<file path="config.mk">
export PLATFORM = sky130hd
export DESIGN_NAME = fnv1a_64_stream_hash_unit
export DESIGN_NICKNAME = d
export VERILOG_FILES = /design/src/sv/fnv1a64_pkg.sv /design/src/sv/fnv1a_64_stream_hash_unit.sv /design/src/sv/fnv1a64_datapath.sv /design/src/sv/fnv1a64_ctrl.sv
export SDC_FILE = /design/constraint.sdc
export NUM_CORES = 1
export LEC_CHECK = 0
export BUFFER_PORTS_ARGS = -buffer_cell sky130_fd_sc_hd__buf_2
export CORE_MARGIN = 4
export CORE_UTILIZATION = 50
export CTS_BUF_LIST = sky130_fd_sc_hd__clkbuf_8
export DETAILED_ROUTE_END_ITERATION = 7
export PLACE_DENSITY_LB_ADDON = 0.08
export SLEW_MARGIN = 20
export SYNTH_ARGS = -nofsm -noshare
export SYNTH_HDL_FRONTEND = slang
export SYNTH_SLANG_ARGS = --single-unit
</file>
<file path="constraint.sdc">
create_clock -name clk -period 13.8 [get_ports clk]
set_input_delay 2.76 -clock clk [delete_from_list [all_inputs] [get_ports clk]]
set_output_delay 2.76 -clock clk [all_outputs]
set_load 0.01 [all_outputs]
</file>
<file path="src/sv/fnv1a64_pkg.sv">
// fnv1a64_pkg: constants, operation codes, command/status types and the fold function
// shared by the controller, the datapath and the top level of the FNV-1a 64-bit hash unit
// depends on nothing
package fnv1a64_pkg;

  localparam int unsigned HASH_W   = 64;
  localparam int unsigned FUNC_W   = 2;
  localparam int unsigned BYTE_W   = 8;
  localparam int unsigned BYTES_W  = HASH_W / BYTE_W;
  localparam int unsigned BCNT_W   = $clog2(BYTES_W);

  localparam logic [HASH_W-1:0] FNV_OFFSET_BASIS = 64'hcbf29ce484222325;
  localparam logic [BYTE_W-1:0] FNV_DELIMITER    = 8'hff;
  localparam logic [BCNT_W-1:0] LAST_BYTE_IDX    = BCNT_W'(BYTES_W - 1);

  // request operation codes
  localparam logic [FUNC_W-1:0] FUNC_START = 2'd0;
  localparam logic [FUNC_W-1:0] FUNC_BYTE  = 2'd1;
  localparam logic [FUNC_W-1:0] FUNC_DELIM = 2'd2;
  localparam logic [FUNC_W-1:0] FUNC_WORD  = 2'd3;

  // datapath hash register operations
  localparam logic [1:0] HOP_HOLD  = 2'd0;
  localparam logic [1:0] HOP_BASIS = 2'd1;
  localparam logic [1:0] HOP_FOLD  = 2'd2;

  // byte source for a fold
  localparam logic [1:0] BSEL_DATA  = 2'd0;
  localparam logic [1:0] BSEL_DELIM = 2'd1;
  localparam logic [1:0] BSEL_WORD  = 2'd2;

  typedef struct packed {
    logic [1:0] hash_op;
    logic [1:0] byte_sel;
    logic       load_word;
  } dp_cmd_t;

  typedef struct packed {
    logic last_byte;
  } dp_status_t;

  // xor in one byte, then multiply by the prime 2^40 + 2^8 + 0xb3 as a shift-add
  function automatic logic [HASH_W-1:0] fnv_fold(input logic [HASH_W-1:0] acc,
                                                  input logic [BYTE_W-1:0] b);
    logic [HASH_W-1:0] x;
    x = acc ^ {{(HASH_W-BYTE_W){1'b0}}, b};
    return (x << 40) + (x << 8) + (x << 7) + (x << 5) + (x << 4) + (x << 1) + x;
  endfunction

endpackage

</file>
<file path="src/sv/fnv1a_64_stream_hash_unit.sv">
// fnv1a_64_stream_hash_unit: top level of the running FNV-1a 64-bit hash engine
// depends on fnv1a64_pkg, fnv1a64_ctrl and fnv1a64_datapath
//
// usage
//   request channel: in_valid/in_ready with func and data_value. func selects
//   start (reload offset basis), byte (fold data_value[7:0]), delimiter (fold 0xff)
//   or word (fold all eight bytes of data_value, least significant first).
//   result channel: out_valid/out_ready with hash_value, one result per request,
//   the running hash after that request.
// latency and throughput
//   start, byte and delimiter requests: result valid the cycle after acceptance,
//   one request per cycle while the receiver takes every result.
//   word requests: one byte folded per cycle through the shared fold unit, so the
//   result appears after the eighth fold and no new request is taken before it.
// reset
//   rst (synchronous) loads the offset basis and empties the result slot.
// receiver stall
//   the hash register doubles as the result slot; while a result waits, in_ready
//   stays low unless out_ready is high in that same cycle.
module fnv1a_64_stream_hash_unit import fnv1a64_pkg::*; (
  input  logic              clk,
  input  logic              rst,
  input  logic              in_valid,
  output logic              in_ready,
  input  logic [FUNC_W-1:0] func,
  input  logic [HASH_W-1:0] data_value,
  output logic              out_valid,
  input  logic              out_ready,
  output logic [HASH_W-1:0] hash_value
);

  // command and status between controller and datapath
  dp_cmd_t    cmd;
  dp_status_t status;

  fnv1a64_ctrl u_ctrl (
    .clk       (clk),
    .rst       (rst),
    .in_valid  (in_valid),
    .in_ready  (in_ready),
    .func      (func),
    .out_valid (out_valid),
    .out_ready (out_ready),
    .status    (status),
    .cmd       (cmd)
  );

  // hash register, word shifter and byte counter
  fnv1a64_datapath u_datapath (
    .clk        (clk),
    .rst        (rst),
    .cmd        (cmd),
    .data_value (data_value),
    .status     (status),
    .hash       (hash_value)
  );

endmodule

</file>
<file path="src/sv/fnv1a64_datapath.sv">
// fnv1a64_datapath: running hash register, word shift register and byte counter
// depends on fnv1a64_pkg
module fnv1a64_datapath import fnv1a64_pkg::*; (
  input  logic              clk,
  input  logic              rst,
  input  dp_cmd_t           cmd,
  input  logic [HASH_W-1:0] data_value,
  output dp_status_t        status,
  output logic [HASH_W-1:0] hash
);

  logic [HASH_W-1:0] hash_next;
  logic [HASH_W-1:0] word;
  logic [BCNT_W-1:0] byte_cnt;
  logic [BYTE_W-1:0] fold_byte;

  always_comb begin
    unique case (cmd.byte_sel)
      BSEL_DATA:  fold_byte = data_value[BYTE_W-1:0];
      BSEL_DELIM: fold_byte = FNV_DELIMITER;
      BSEL_WORD:  fold_byte = word[BYTE_W-1:0];
      default:    fold_byte = word[BYTE_W-1:0];
    endcase
  end

  always_comb begin
    unique case (cmd.hash_op)
      HOP_BASIS: hash_next = FNV_OFFSET_BASIS;
      HOP_FOLD:  hash_next = fnv_fold(hash, fold_byte);
      default:   hash_next = hash;
    endcase
  end

  always_ff @(posedge clk) begin
    if (rst) begin
      hash <= FNV_OFFSET_BASIS;
    end else begin
      hash <= hash_next;
    end
  end

  // word bytes go out least significant first
  always_ff @(posedge clk) begin
    if (cmd.load_word) begin
      word     <= data_value;
      byte_cnt <= '0;
    end else if (cmd.byte_sel == BSEL_WORD && cmd.hash_op == HOP_FOLD) begin
      word     <= word >> BYTE_W;
      byte_cnt <= byte_cnt + BCNT_W'(1);
    end
  end

  assign status.last_byte = (byte_cnt == LAST_BYTE_IDX);

endmodule

</file>
<file path="src/sv/fnv1a64_ctrl.sv">
// fnv1a64_ctrl: request/result handshake and word sequencing state machine
// depends on fnv1a64_pkg
module fnv1a64_ctrl import fnv1a64_pkg::*; (
  input  logic              clk,
  input  logic              rst,
  input  logic              in_valid,
  output logic              in_ready,
  input  logic [FUNC_W-1:0] func,
  output logic              out_valid,
  input  logic              out_ready,
  input  dp_status_t        status,
  output dp_cmd_t           cmd
);

  localparam logic ST_IDLE = 1'b0;
  localparam logic ST_WORD = 1'b1;

  logic state;
  logic state_next;
  logic out_valid_next;
  logic accept;

  assign in_ready = (state == ST_IDLE) && (!out_valid || out_ready);
  assign accept   = in_valid && in_ready;

  always_comb begin
    state_next     = state;
    out_valid_next = out_valid && !out_ready;
    cmd.hash_op    = HOP_HOLD;
    cmd.byte_sel   = BSEL_DATA;
    cmd.load_word  = 1'b0;
    unique case (state)
      ST_IDLE: begin
        if (accept) begin
          unique case (func)
            FUNC_START: begin
              cmd.hash_op    = HOP_BASIS;
              out_valid_next = 1'b1;
            end
            FUNC_BYTE: begin
              cmd.hash_op    = HOP_FOLD;
              cmd.byte_sel   = BSEL_DATA;
              out_valid_next = 1'b1;
            end
            FUNC_DELIM: begin
              cmd.hash_op    = HOP_FOLD;
              cmd.byte_sel   = BSEL_DELIM;
              out_valid_next = 1'b1;
            end
            default: begin
              cmd.load_word  = 1'b1;
              out_valid_next = 1'b0;
              state_next     = ST_WORD;
            end
          endcase
        end
      end
      default: begin
        cmd.hash_op  = HOP_FOLD;
        cmd.byte_sel = BSEL_WORD;
        if (status.last_byte) begin
          state_next     = ST_IDLE;
          out_valid_next = 1'b1;
        end
      end
    endcase
  end

  always_ff @(posedge clk) begin
    if (rst) begin
      state     <= ST_IDLE;
      out_valid <= 1'b0;
    end else begin
      state     <= state_next;
      out_valid <= out_valid_next;
    end
  end

`ifndef SYNTHESIS
  a_no_req_in_word: assert property (@(posedge clk) disable iff (rst)
    state == ST_WORD |-> !in_ready && !out_valid)
    else $error("request taken or result shown while folding a word");

  a_word_enters_seq: assert property (@(posedge clk) disable iff (rst)
    accept && func == FUNC_WORD |=> state == ST_WORD && !out_valid)
    else $error("word request did not start the fold sequence");

  a_word_ends_result: assert property (@(posedge clk) disable iff (rst)
    state == ST_WORD && status.last_byte |=> state == ST_IDLE && out_valid)
    else $error("word fold sequence did not end in a result");

  a_single_req_result: assert property (@(posedge clk) disable iff (rst)
    accept && func != FUNC_WORD |=> out_valid)
    else $error("single-step request gave no result");
`endif

endmodule
</file>
==> results.md, run 1 <==
- Outcome: completed
- Drt wl/cell: 18.6 um
- # DRC: 0
- Synth Net Count: approximately 2.1k
- Post-layout nets: approximately 2.2k
- Post-CTS Setup Repair Bufs: 0
- Layout cell share with drive strength beyond 1: about a tenth
- CTS tree: yes
- Vias in the first global route: approximately 12k
- #FFs+latches synth: around 130
- Die H: between 150 and 200 um
- Cell area after synthesis: roughly 0.016 sq mm
- CP max stage delay: ~0.74 ns
- Slew of the pin with the lowest slew margin: between 0.9 and 1 ns
- Drt pass-1 iters: 5
- Antenna Nets Post-Route: 0
- Row cnt: between 60 and 70
- Period utilisation layout: 64.5%
- GRT Util Overall: roughly 25%
- Post-layout min period: 8.90 ns
- Number of synthesized flops with an enable pin: 64
- Hold buffers post-CTS: 0
- Starting Density: just over 50%
- Root Driver: clkbuf_8
- Grt total ovfl: 0
- Clk Latency, worst-skew pair: 0.48 ns
- Via count: roughly 12k
- Filler Cell Count: 2885
- Most frequent cells in the layout: 352 x inv_1, 240 x fa_1, 230 x nand2_1, 135 x buf_2, 112 x ha_1
- Endpoint class of the critical path: flip-flop
- Fin cells: approximately 2.2k
- Post-Syn Area per Cell: slightly above 9 sq um
- Fin. max-slew vios: 0
- CTS buffer count: 17
- Slew headroom: between 30% and 40%
- Critical-path cell list: buf_2 -> inv_1 -> ha_1 -> nand3_1 -> nand2_1 -> o22a_1 -> xor2_1 -> fa_1 -> fa_1 -> inv_1 -> fa_1 -> inv_1 -> ha_1 -> ha_1 -> a21oi_1 -> nand2_1 -> o21ai_0 -> nor3_1 -> a221oi_1 -> a21bo_2 -> a211o_1 -> a21boi_1 -> or3_1 -> a32o_1
- Min-Delay Path Class: flip-flop to flip-flop
- Largest net degree at the start of global routing: 65
- Worst EP arrival: approximately 9.3 ns
- Vias per cell: 5.38
- Synth-to-layout area growth: 9.54%
- Critical path's slowest cell: xor2_1
- Starting DRT DRC Count: about 810
- Synth async-reset ratio: 0%
- First-pass GRT wire length: about 67000 um
- DIE WIDTH: 185 um
- Setup violators final: 0
- Skew final: roughly 0.037 ns
- Crit path kind: primary input to flip-flop
- Buf/Inv on CP: 4
- H-tree depth: 4
- Worst-path fanout max: 10
- Hold Vio Cnt, Final: 0
- Number of I/O port buffers: 135
- WL final: between 40000 and 50000 um
- Setup tns final: 0 ns
- Clk sinks: roughly 130
- Required @ worst endpoint: 14.16 ns
- Commonest non-fill, non-tap cell in the layout: inv_1
- CTS resizes: 0
- Worst Setup Start Kind: primary input
- Yosys warns: 0
- Count of cell types in the netlist: 65
- Clk buf depth: 2
- Critical path's top delay family: adder cells
- Total core area: between 0.03 and 0.04 sq mm
- RSZ-0062 raised after global routing: no
- Fmax: 112 MHz
- Seq/Total Area, Yosys: about a fifth
- Main flop type after synthesis: dfxtp_1
- Clock transition at path regs: 0.10 ns
- Max_cap viols: 0
- Antenna violations before repair: 3
- Full die area: 0.0341 sq mm
- Post-DP HPWL: 32300 um
- RePlAce Congestion: 0.894
- Mapped Cells: roughly 1.7k
- DP Cell Count: about 2.2k
- # IOs: about 140
==> cells by family (layout without fill, tap and decap cells) <==
logic type      Yosys count  after routing  share of synthesized area, %
xor+xnor                 80             80                          4.49
compound gates          303            303                          13.0
flops                   133            133                          21.1
simple gates            411            411                          11.6
mux                       3              3                         0.192
buf+inv                 405            531                          9.76
other cells               0              1                             0
fa+ha+maj               354            354                          39.9
==> per-stage QoR <==
| stage | util, % | worst slack (ns) | cell area, sq um | hold slack [ns] |
|---|---|---|---|---|
| after floorplan | - | 5.56 | 15600 | 0.465 |
| after global placement | 54.4 | 4.46 | 16700 | 0.482 |
| after detailed placement | 54.4 | 4.38 | 16700 | 0.491 |
| after CTS | 55.8 | 4.88 | 17100 | 0.517 |
| after global routing | 55.8 | 4.43 | 17100 | 0.531 |
| final | 55.8 | 4.90 | 17100 | 0.516 |
==> layout make-up <==
class / count / area, sq um / share of cell area [%]
antenna: 1 / 2.50 / 0.0146
inverter: 355 / 1330 / 7.79
tap: 396 / 495 / 2.90
multi-input combinational: 1151 / 10800 / 63.1
sequential: 133 / 3300 / 19.3
clock buffer: 17 / 234 / 1.37
timing repair buffer: 144 / 743 / 4.34
clock inverter: 15 / 199 / 1.16
==> worst register-to-register path: stages (launching register included) <==
cell and delay, ns:
dfxtp_1 0.39, inv_1 0.34, nand2_1 0.29, o22a_1 0.27
xor2_1 0.74, fa_1 0.59, fa_1 0.54, inv_1 0.05
fa_1 0.51, inv_1 0.06, ha_1 0.27, ha_1 0.34
a21oi_1 0.16, nand2_1 0.07, o21ai_0 0.43, nor3_1 0.10
a221oi_1 0.60, a21bo_2 0.30, a211o_1 0.20, a21boi_1 0.10
or3_1 0.32, a32o_1 0.25
==> state kept, by name, summed over array words and instances, names as in the netlist <==
register / count
u_datapath.hash: 64
u_datapath.byte_cnt: 3
u_ctrl.out_valid: 1
u_ctrl.state: 1
u_datapath.word: 64
==> Yosys cell counts, types with 3 or more instances <==
cell	instances	area share, %
o22a_1	7	0.39
a221oi_1	3	0.17
nand2_1	232	5.6
o31ai_1	4	0.19
o21ai_1	11	0.35
o21a_1	4	0.19
a22oi_1	20	0.96
clkbuf_1	41	0.99
xnor2_1	58	3.3
nor2_1	62	1.5
xor2_1	22	1.2
a21o_1	44	2.1
o21bai_1	16	0.77
nand3_1	23	0.74
and2_1	12	0.48
o211ai_1	6	0.29
nor2b_1	7	0.28
a31oi_1	9	0.36
a221o_1	4	0.26
o211ai_2	3	0.24
nand2b_1	21	0.84
o22ai_1	17	0.68
or3_1	3	0.12
nand4_1	9	0.36
clkinv_1	3	0.072
nor3_1	7	0.22
nor3b_1	3	0.14
a21oi_1	84	2.7
edfxtp_1	64	12
inv_1	352	8.5
o211a_1	4	0.26
buf_2	3	0.096
o21ai_0	34	1.1
and3_1	24	0.96
dfxtp_1	69	8.8
fa_1	240	31
ha_1	112	9.0
buf_1	6	0.14
mux2i_1	3	0.19
a211oi_1	7	0.34
==> routing by layer <==
layer | vias to the layer above | global-route usage [%] | part of all wire (%)
met3 | 54 | 3.39 | 5.4
met1 | 5903 | 35.1 | 44
met5 | - | 0 | 0.061
li1 | 5631 | - | -
met4 | 4 | 4.82 | 1.7
met2 | 302 | 42.9 | 49
==> worst paths after layout <==
kind              slack [ns]  cells past startpoint                   start                endpoint
hold reg to reg         0.52                      2  u_datapath.byte_cnt[1]  u_datapath.byte_cnt[1]
hold / removal          0.52                      2  u_datapath.byte_cnt[1]  u_datapath.byte_cnt[1]
setup reg to reg        6.78                     21            u_ctrl.state     u_datapath.hash[58]
setup / recovery        4.90                     24                 func[0]     u_datapath.hash[58]
Power of run 1 is not shown: default switching activity piles up to over one toggle a cycle in this logic, so the estimate is an artifact.
==> run 2: changes to the inputs <==
==> constraint.sdc (replaced) <==
create_clock -name clk -period 8.3 [get_ports clk]
set_input_delay 1.66 -clock clk [delete_from_list [all_inputs] [get_ports clk]]
set_output_delay 1.66 -clock clk [all_outputs]
set_load 0.01 [all_outputs]
==> run 2 against run 1 <==
  * Clock skew is 0.020 ns lower
  * Global-route usage is 0.37 points lower
  * Highest routed layer unchanged
  * Core utilization up 0.14 points
==> results.md, run 2 (synthesized netlist as in run 1, its figures left out) <==
- Reg-to-reg endpoint: u_datapath.hash[58]
- Setup violators final: 0
- Fin. max-slew vios: 0
- RSZ-0062 raised after global routing: no
- RePlAce Congestion: around 0.9
- Outcome: completed
- Vias in the first global route: 12.4k
- Biggest regs: u_datapath.hash x64, u_datapath.word x64, u_datapath.byte_cnt x3
- Hold Crit Start: u_datapath.word[39]
- Crit path kind: primary input to flip-flop
- Commonest non-fill, non-tap cell in the layout: inv_1
- CTS tree: yes
- # DRC: 0
- Clock transition at path regs: around 0.10 ns
- First-pass GRT wire length: roughly 66000 um
- Full die area: roughly 0.034 sq mm
- Root Driver: clkbuf_8
- Clk buf depth: 2
- Slew of the pin with the lowest slew margin: 0.949 ns
- Post-layout min period: 7.41 ns
- Endpoint class of the critical path: flip-flop
- WP depth: 26
- Worst Setup Start Kind: primary input
- Largest net degree at the start of global routing: 65
- Slew headroom: 36.7%
- Drt wl/cell: around 18 um
- DIE WIDTH: 185 um
- Worst-path fanout max: 8
- Number of I/O port buffers: 135
- Antenna violations before repair: 5
- CP max stage delay: approximately 0.6 ns
- Post-layout nets: between 2k and 2.5k
- Row cnt: 64
- Post-CTS Setup Repair Bufs: 0
- Synth-to-layout area growth: 9.81%
- Setup tns final: 0 ns
- H-tree depth: 4
- # IOs: around 140
- Reg2Reg Setup Slack: roughly 1.6 ns
- Hold buffers post-CTS: 0
- Worst R2R Start: u_ctrl.state
- CTS resizes: 0
- Clk sinks: 133
- Vias per cell: 5.34
- Skew final: roughly 0.017 ns
- Min-Delay Path Class: flip-flop to flip-flop
- Post-DP HPWL: ~32000 um
- GRT Util Overall: 24.9%
- CP startpoint: func[0]
- Max_cap viols: 0
- Critical path's slowest cell: a221oi_1
- WL final: between 40000 and 50000 um
- Total core area: between 0.03 and 0.04 sq mm
- Worst EP arrival: slightly below 8 ns
- Most frequent cells in the layout: 352 x inv_1, 240 x fa_1, 230 x nand2_1, 135 x buf_2, 112 x ha_1
- CTS buffer count: 17
- Starting DRT DRC Count: approximately 640
- Layout cell share with drive strength beyond 1: 10.8%
- Critical path's top delay family: compound AO/OA/AOI/OAI gates
- Starting Density: between 50% and 60%
- Reg2Reg Depth: 23
- Grt total ovfl: 0
- Worst setup path end: u_datapath.hash[58]
- Drt pass-1 iters: 5
- Period utilisation layout: between 80% and 90%
- Fmax: around 140 MHz
- Hold Vio Cnt, Final: 0
- Die H: 185 um
- Required @ worst endpoint: 8.67 ns
- Antenna Nets Post-Route: 0
- Via count: ~12k
- Buf/Inv on CP: 5
- Clk Latency, worst-skew pair: around 0.47 ns
## run 2: cell types whose count changed in the layout (fill, tap and decap cells not counted)
cell,before,now
inv_6,7,2
clkinv_4,0,2
inv_8,4,7
buf_4,9,13
diode_2,1,3
## run 2: worst min-delay path: cells and delay by family, from the launching register on
kind,cells,cell delay (ns)
DFF,1,0.33
and+or+nand+nor,2,0.09
## run 2: area by class of cell
| cell class | instances | area (sq um) |
|---|---|---|
| Antenna cell | 3 | 7.51 |
| Clock buffer | 17 | 234 |
| Clock inverter | 15 | 206 |
| Fill cell | 2888 | 13500 |
| Inverter | 355 | 1330 |
| Multi-Input combinational cell | 1151 | 10800 |
| Sequential cell | 133 | 3300 |
| Tap cell | 396 | 495 |
| Timing Repair Buffer | 148 | 773 |
## run 2: worst min-delay path by stage
stage / cells past startpoint / end / slack [ns]
6_report: 2 / u_datapath.word[31] / 0.51
5_1_grt: 2 / u_datapath.word[18] / 0.52
4_1_cts: 2 / u_datapath.word[31] / 0.51
3_5_place_dp: 2 / u_datapath.word[19] / 0.50
3_3_place_gp: 2 / u_datapath.byte_cnt[2] / 0.48
2_1_floorplan: 2 / u_datapath.byte_cnt[1] / 0.46
## run 2: per-stage QoR
| step | utilization (%) | area, sq um | hold slack, ns | worst slack [ns] | instances |
|---|---|---|---|---|---|
| after floorplan | - | 15600 | 0.465 | 1.16 | 1689 |
| after global placement | 54.5 | 16700 | 0.480 | 0.489 | 2183 |
| after detailed placement | 54.5 | 16700 | 0.498 | 0.355 | 2183 |
| after CTS | 55.9 | 17100 | 0.514 | 0.862 | 2215 |
| after global routing | 55.9 | 17200 | 0.524 | 0.446 | 2218 |
| final | 55.9 | 17200 | 0.514 | 0.895 | 2218 |
## run 2: routing by layer
metal  vias up  GRT usage [%]  part of all wire [%]
met2       295           41.2                    48
met4         4           7.90                   3.1
li1       5637              -                     -
met1      5853           33.6                    43
met5         -              0                 0.055
met3        64           4.09                   5.5
Power of run 2 is left out for the same reason.
